### config.mk
export PLATFORM = sky130hd
export DESIGN_NAME = life_generation_stencil_top
export DESIGN_NICKNAME = d
export VERILOG_FILES = /design/src/rtl/lgs_pkg.sv /design/src/rtl/lgs_ram.sv /design/src/rtl/life_generation_stencil_top.sv
export SDC_FILE = /design/constraint.sdc
export NUM_CORES = 2
export LEC_CHECK = 0
export BUFFER_PORTS_ARGS = -buffer_cell sky130_fd_sc_hd__buf_4
export CELL_PAD_IN_SITES_DETAIL_PLACEMENT = 1
export CELL_PAD_IN_SITES_GLOBAL_PLACEMENT = 1
export CORE_MARGIN = 10
export CORE_UTILIZATION = 59
export CTS_CLUSTER_SIZE = 16
export DETAILED_ROUTE_END_ITERATION = 6
export PLACE_DENSITY_LB_ADDON = 0.1
export SLEW_MARGIN = 20
export SYNTH_ARGS = -nofsm -noshare
export SYNTH_HDL_FRONTEND = slang
export SYNTH_SLANG_ARGS = --single-unit
### constraint.sdc
create_clock -name aclk -period 96.7 [get_ports aclk]
set_input_delay 19.34 -clock aclk [delete_from_list [all_inputs] [get_ports aclk]]
set_output_delay 19.34 -clock aclk [all_outputs]
set_load 0.03 [all_outputs]
### src/rtl/lgs_pkg.sv
// Shared types, constants and the Life rule for the generation stencil.
// No dependencies; imported by the stencil top level.
package lgs_pkg;

    localparam int DEF_MAX_WIDTH  = 1024;
    localparam int DEF_MAX_HEIGHT = 4096;

    localparam int GW_BITS  = 11;
    localparam int GH_BITS  = 13;
    localparam int CFG_BITS = 13;
    localparam int IDX_BITS = 1;

    localparam logic [GW_BITS-1:0] GW_RESET = 11'd64;
    localparam logic [GH_BITS-1:0] GH_RESET = 13'd64;

    typedef enum logic [IDX_BITS-1:0] {
        REG_GRID_WIDTH  = 1'b0,
        REG_GRID_HEIGHT = 1'b1
    } cfg_reg_t;

    localparam int OQ_DEPTH = 8;
    localparam int OQ_PW    = $clog2(OQ_DEPTH);
    localparam int OQ_CW    = $clog2(OQ_DEPTH + 1);

    typedef struct packed {
        logic last;
        logic ns;
    } res_t;

    // window bit 3*col + row; row 0 top, col 0 left; centre is bit 4
    function automatic logic life_next(input logic [8:0] win);
        logic [3:0] n;
        n = 4'd0;
        for (int k = 0; k < 9; k++) begin
            if (k != 4) n = n + {3'd0, win[k]};
        end
        return (n == 4'd3) || (win[4] && n == 4'd2);
    endfunction

endpackage

### src/rtl/lgs_ram.sv
// Generic single-port-write, single-port-read RAM with registered read data.
// No dependencies.
module lgs_ram #(
    parameter int WIDTH = 2,
    parameter int DEPTH = 1024
) (
    input  logic                                 aclk,
    input  logic                                 we,
    input  logic [(DEPTH > 1 ? $clog2(DEPTH) : 1)-1:0] waddr,
    input  logic [WIDTH-1:0]                     wdata,
    input  logic [(DEPTH > 1 ? $clog2(DEPTH) : 1)-1:0] raddr,
    output logic [WIDTH-1:0]                     rdata
);

    logic [WIDTH-1:0] mem_reg [DEPTH];
    logic [WIDTH-1:0] rdata_reg;

    always_ff @(posedge aclk) begin
        if (we) begin
            mem_reg[waddr] <= wdata;
        end
        rdata_reg <= mem_reg[raddr];
    end

    assign rdata = rdata_reg;

endmodule

### src/rtl/life_generation_stencil_top.sv
// Life generation stencil, B3/S23. Throughput one cell per cycle; the two results at the last
// column are absorbed by the result queue, so outside the clearing pass s_tready drops only
// while m_tready holds off. Row store is one RAM, read and written once per cycle, with
// forwarding for single-column grids.
// Reset (aresetn low, synchronous) starts a clearing pass over every row store entry,
// during which s_tready is low; configuration writes are taken.
module life_generation_stencil_top #(
    parameter int MAX_WIDTH  = lgs_pkg::DEF_MAX_WIDTH,
    parameter int MAX_HEIGHT = lgs_pkg::DEF_MAX_HEIGHT
) (
    input  logic                          aclk,
    input  logic                          aresetn,
    input  logic                          cfg_we,
    input  logic [lgs_pkg::IDX_BITS-1:0]  cfg_index,
    input  logic [lgs_pkg::CFG_BITS-1:0]  cfg_wdata,
    input  logic                          s_tvalid,
    output logic                          s_tready,
    input  logic [7:0]                    s_tdata,   // [0] cell_state
    output logic                          m_tvalid,
    input  logic                          m_tready,
    output logic [7:0]                    m_tdata,   // [0] next_state
    output logic                          m_tlast
);

    import lgs_pkg::*;

    localparam int CNW = (MAX_WIDTH > 1) ? $clog2(MAX_WIDTH) : 1;
    localparam int RNW = $clog2(MAX_HEIGHT + 1);
    localparam logic [CNW-1:0] COL_LAST = CNW'(MAX_WIDTH - 1);

    // configuration
    logic [GW_BITS-1:0] gw_reg;
    logic [GH_BITS-1:0] gh_reg;
    logic [GW_BITS-1:0] eff_w;
    logic [GH_BITS-1:0] eff_h;

    always_ff @(posedge aclk) begin
        if (!aresetn) begin
            gw_reg <= GW_RESET;
            gh_reg <= GH_RESET;
        end else if (cfg_we) begin
            unique case (cfg_reg_t'(cfg_index))
                REG_GRID_WIDTH:  gw_reg <= cfg_wdata[GW_BITS-1:0];
                REG_GRID_HEIGHT: gh_reg <= cfg_wdata[GH_BITS-1:0];
                default: ;
            endcase
        end
    end

    always_comb begin
        if (gw_reg == '0) eff_w = GW_BITS'(1);
        else if (32'(gw_reg) > MAX_WIDTH) eff_w = GW_BITS'(MAX_WIDTH);
        else eff_w = gw_reg;
        if (gh_reg == '0) eff_h = GH_BITS'(1);
        else if (32'(gh_reg) > MAX_HEIGHT) eff_h = GH_BITS'(MAX_HEIGHT);
        else eff_h = gh_reg;
    end

    // row store clearing pass
    logic           clearing_reg;
    logic [CNW-1:0] clr_addr_reg;

    always_ff @(posedge aclk) begin
        if (!aresetn) begin
            clearing_reg <= 1'b1;
            clr_addr_reg <= '0;
        end else if (clearing_reg) begin
            clr_addr_reg <= clr_addr_reg + CNW'(1);
            if (clr_addr_reg == COL_LAST) clearing_reg <= 1'b0;
        end
    end

    // stage A: accept, counters, RAM read
    logic           in_acc;
    logic [CNW-1:0] col_reg, col_next;
    logic [RNW-1:0] row_reg, row_next;
    logic           last_col, padding, cur;

    assign in_acc   = s_tvalid && s_tready;
    assign last_col = (32'(col_reg) + 32'd1) >= 32'(eff_w);
    assign padding  = 32'(row_reg) >= 32'(eff_h);
    assign cur      = padding ? 1'b0 : s_tdata[0];

    always_comb begin
        col_next = col_reg;
        row_next = row_reg;
        if (in_acc) begin
            if (last_col) begin
                col_next = '0;
                row_next = padding ? '0 : row_reg + RNW'(1);
            end else begin
                col_next = col_reg + CNW'(1);
            end
        end
    end

    always_ff @(posedge aclk) begin
        if (!aresetn) begin
            col_reg <= '0;
            row_reg <= '0;
        end else begin
            col_reg <= col_next;
            row_reg <= row_next;
        end
    end

    // RAM
    logic           ram_we;
    logic [CNW-1:0] ram_waddr;
    logic [1:0]     ram_wdata;
    logic [1:0]     ram_rdata;
    logic [1:0]     st_wdata;

    lgs_ram #(
        .WIDTH (2),
        .DEPTH (MAX_WIDTH)
    ) u_row_store (
        .aclk  (aclk),
        .we    (ram_we),
        .waddr (ram_waddr),
        .wdata (ram_wdata),
        .raddr (col_reg),
        .rdata (ram_rdata)
    );

    // stage B registers
    logic           p1_valid_reg;
    logic [CNW-1:0] p1_col_reg;
    logic           p1_cur_reg, p1_row0_reg, p1_last_col_reg, p1_pad_reg;
    logic           p1_fwd_reg;
    logic [1:0]     p1_fwd_data_reg;

    always_ff @(posedge aclk) begin
        if (!aresetn) begin
            p1_valid_reg <= 1'b0;
        end else begin
            p1_valid_reg <= in_acc;
        end
        p1_col_reg      <= col_reg;
        p1_cur_reg      <= cur;
        p1_row0_reg     <= (row_reg == '0);
        p1_last_col_reg <= last_col;
        p1_pad_reg      <= padding;
        p1_fwd_reg      <= ram_we && (ram_waddr == col_reg);
        p1_fwd_data_reg <= ram_wdata;
    end

    // stage B: row store update, window, rule
    logic [1:0] st_old;
    logic       mid, top;
    logic [8:0] win_reg, win1, win2;
    logic       res1, res2, res1_v, res2_v;

    assign st_old   = p1_fwd_reg ? p1_fwd_data_reg : ram_rdata;
    assign mid      = p1_row0_reg ? 1'b0 : st_old[0];
    assign top      = p1_row0_reg ? 1'b0 : st_old[1];
    assign st_wdata = {mid, p1_cur_reg};
    assign win1     = ((p1_col_reg == '0) ? 9'd0 : (win_reg >> 3)) |
                      {p1_cur_reg, mid, top, 6'd0};
    assign win2     = win1 >> 3;
    assign res1     = life_next(win1);
    assign res2     = life_next(win2);
    assign res1_v   = p1_valid_reg && !p1_row0_reg && (p1_col_reg != '0);
    assign res2_v   = p1_valid_reg && !p1_row0_reg && p1_last_col_reg;

    assign ram_we    = clearing_reg || p1_valid_reg;
    assign ram_waddr = clearing_reg ? clr_addr_reg : p1_col_reg;
    assign ram_wdata = clearing_reg ? 2'b00 : st_wdata;

    always_ff @(posedge aclk) begin
        if (!aresetn) begin
            win_reg <= '0;
        end else if (p1_valid_reg) begin
            win_reg <= win1;
        end
    end

    // result queue
    res_t             oq_reg [OQ_DEPTH];
    logic [OQ_PW-1:0] wr_ptr_reg, rd_ptr_reg;
    logic [OQ_CW-1:0] cnt_reg;
    logic             pop;
    logic [1:0]       n_push;
    logic [OQ_PW-1:0] second_ptr;

    assign pop        = m_tvalid && m_tready;
    assign n_push     = {1'b0, res1_v} + {1'b0, res2_v};
    assign second_ptr = res1_v ? wr_ptr_reg + OQ_PW'(1) : wr_ptr_reg;

    always_ff @(posedge aclk) begin
        if (res1_v) oq_reg[wr_ptr_reg] <= '{last: 1'b0, ns: res1};
        if (res2_v) oq_reg[second_ptr] <= '{last: p1_pad_reg, ns: res2};
    end

    always_ff @(posedge aclk) begin
        if (!aresetn) begin
            wr_ptr_reg <= '0;
            rd_ptr_reg <= '0;
            cnt_reg    <= '0;
        end else begin
            wr_ptr_reg <= wr_ptr_reg + OQ_PW'(n_push);
            rd_ptr_reg <= rd_ptr_reg + OQ_PW'(pop);
            cnt_reg    <= cnt_reg + OQ_CW'(n_push) - OQ_CW'(pop);
        end
    end

    assign s_tready = !clearing_reg &&
                      ((OQ_CW + 1)'(cnt_reg) + (p1_valid_reg ? (OQ_CW + 1)'(2) : '0)
                       + (OQ_CW + 1)'(2) <= (OQ_CW + 1)'(OQ_DEPTH));

    assign m_tvalid = (cnt_reg != '0);
    assign m_tdata  = {7'd0, oq_reg[rd_ptr_reg].ns};
    assign m_tlast  = oq_reg[rd_ptr_reg].last;

endmodule
==> metrics <==
DP HPWL 148000 um; die area 168000 sq um; Yosys top cell area share 69.3%; IO Port Bufs 23; number of global-route vias before repair 54.6k; synth top area cells edfxtp_1, mux4_2, nor2_1; Setup CP Type reg -> out; first-iteration detailed-routing DRC count 7886; Reg power frac 54.2%; Hold Buf Count CTS 0; IR drop worst, VDD 16.7 uV; Antenna Nets Post-Route 0; RSZ-0062 raised after global routing false; routed len/inst 35.5 um; status complete, no violations; crit share post-route 23.6%; crit path max fanout 8; Final setup viols 0; asr flop ratio synth 0%; switching portion of total power 20.4%; clock sinks 2158; slew margin rel. 14.7%; Area after DPL 91500 sq um; crit path launch type register; Seq/Total Area, Yosys 71.4%; Die H 409 um; crit end category output pin; clock network power share 44.4%; cts repair resizes 0; cell internal pwr 1.49 mW; setup TNS 0 ns; Register Area 63900 sq um; total gr overflow 0; Worst Hold Class reg -> reg; initial antenna violation count 12; CTS root buf clkbuf_16; EDFF count, synth 2064; H-tree levels 4; Starting Density 59.5%; Final Wtd Congestion 0.808; prevailing post-synth register cell edfxtp_1; CTS tree yes; clk slew on worst S/H paths 0.06 ns; fmax 43.7 MHz; Core ar. 150000 sq um; R2R depth 13; first-pass GRT wire length 391000 um; Worst EP required 77.36 ns; crit path time final 22.86 ns; Pleak 24.7 nW; GRT Overall Usage 32.0%; FP Rows 142; die width 409 um; share of layout cells above drive strength 1 18.7%; largest net degree at the start of global routing 242; final WL 270000 um; clock skew 0.0287 ns; max FFs per register 2048; cells after synthesis 5451; Setup Fix Bufs, Post-CTS 0; clock buffer depth 3; CP arrival 3.52 ns; Hold Path Stages 2; Design Area, Final 98400 sq um; Yosys warnings 0; vias per cell 6.90; worst-margin pin slew 1.28 ns; worst skew pair latency 0.86 ns; Post-route DRC 0; post-synth top area cell edfxtp_1; Switch Pwr 0.381 mW; Slew Viols, Final 0; io pins 38; Logic pwr share 1.4%; Yosys reg bits 2158; Vias 52.5k; Layout fillers 12.9k; synthesized area per cell 16.4 sq um; synth unique cells 68; area occupied by multi-input gates 23700 sq um; DRT Pass-1 Iters 5; P per Cell Area 19.0 nW/um^2; MaxCap Viol Count 0; area growth from synthesis to layout 10.0%; CTS Buf Count 214; # nets final 5487; mapped cell area 89500 sq um; Hold Vio Cnt, Final 0
-- metal layers --
metal	vias up	GRT usage, %	wire length [um]
met5	-	0	30
met4	4	14.0	13900
met3	685	7.36	31300
met2	3443	50.0	127000
met1	27400	43.6	97000
li1	20900	-	-
-- synth_stat cells, types with 49 or more instances --
library cell,instances
a21oi_1,61
buf_2,63
clkbuf_1,266
dfxtp_1,94
edfxtp_1,2064
mux2i_1,141
mux4_2,484
nand2_1,251
nand3_1,58
nor2_1,1132
nor3_1,49
o21ai_0,51
o22ai_1,64
-- worst max-delay path, stage by stage (launching register included) --
cell	delay, ns
dfxtp_1	0.56
clkinv_1	0.38
ha_1	0.31
inv_1	0.05
ha_1	0.15
inv_1	0.05
ha_1	0.26
nor4b_1	0.27
a21oi_1	0.14
nor2_1	0.27
buf_4	0.23
-- per-stage QoR --
step | std cells | worst slack, ns | hold WS [ns] | power, mW | utilization [%]
after global routing | 7599 | 73.46 | 0.512 | 1.92 | 65.5
after floorplan | 5457 | 65.65 | 0.326 | 1.05 | -
after detailed placement | 7205 | 74.67 | 0.470 | 1.06 | 60.8
final | 7602 | 73.84 | 0.474 | 1.87 | 65.5
after CTS | 7599 | 73.73 | 0.478 | 1.87 | 65.4
after global placement | 7205 | 74.67 | 0.458 | 1.06 | 60.8
-- worst paths after layout --
kind | end | slack [ns] | start
setup / recovery | s_tready | 73.84 | p1_valid_reg$_SDFF_PN0_
hold / removal | gh_reg[0]$_SDFFE_PN0P_ | 0.47 | gh_reg[0]$_SDFFE_PN0P_
setup reg to reg | u_row_store.rdata[1]$_DFF_P_ | 89.89 | col_reg[0]$_SDFFE_PN0P_
hold reg to reg | gh_reg[0]$_SDFFE_PN0P_ | 0.47 | gh_reg[0]$_SDFFE_PN0P_
-- final cells by class --
class | count | area share (%)
Tap cell | 2016 | 2.56
Clock buffer | 272 | 5.78
Inverter | 48 | 0.184
Antenna cell | 3 | 0.00763
Timing Repair Buffer | 150 | 1.22
Sequential cell | 2158 | 64.9
Multi-Input combinational cell | 2833 | 24.1
Clock inverter | 122 | 1.24
-- kinds of logic after synthesis --
logic type | count (synthesis) | synth area share (%)
AOI/OAI and AO/OA | 435 | 3.38
xor gates and xnor gates | 46 | 0.450
DFF | 2158 | 71.4
other | 1 | 0.00419
muxes | 640 | 14.0
buffers and inverters | 466 | 2.46
adders and majority gates | 55 | 0.836
and+or+nand+nor | 1650 | 7.54
-- cells in the final DEF (no fill, tap or decap), drive strengths merged, types with 23 or more instances in the layout --
master and instances:
clkinv 98, a21boi 26, o22ai 64, ha 47, a21oi 61, a211oi 24, clkbuf 272, edfxtp 2064
nor2b 31, a22oi 46, inv 48, nand3 58, nand2 251, o21ai 54, xnor2 36, buf 150
o221ai 29, mux2i 141, dfxtp 94, nor3 49, a31oi 23, mux4 484, and2 32, nor2 1132
-- power groups by stage --
stage / logic, mW / registers, mW / clock network, mW
floorplan: 0.0159 / 1.03 / 0
global placement: 0.0252 / 1.03 / 0
detailed placement: 0.0263 / 1.03 / 0
CTS: 0.0265 / 1.01 / 0.835
global route: 0.0294 / 1.01 / 0.874
finish: 0.0264 / 1.01 / 0.830
Power figures use the tool's default switching activity.
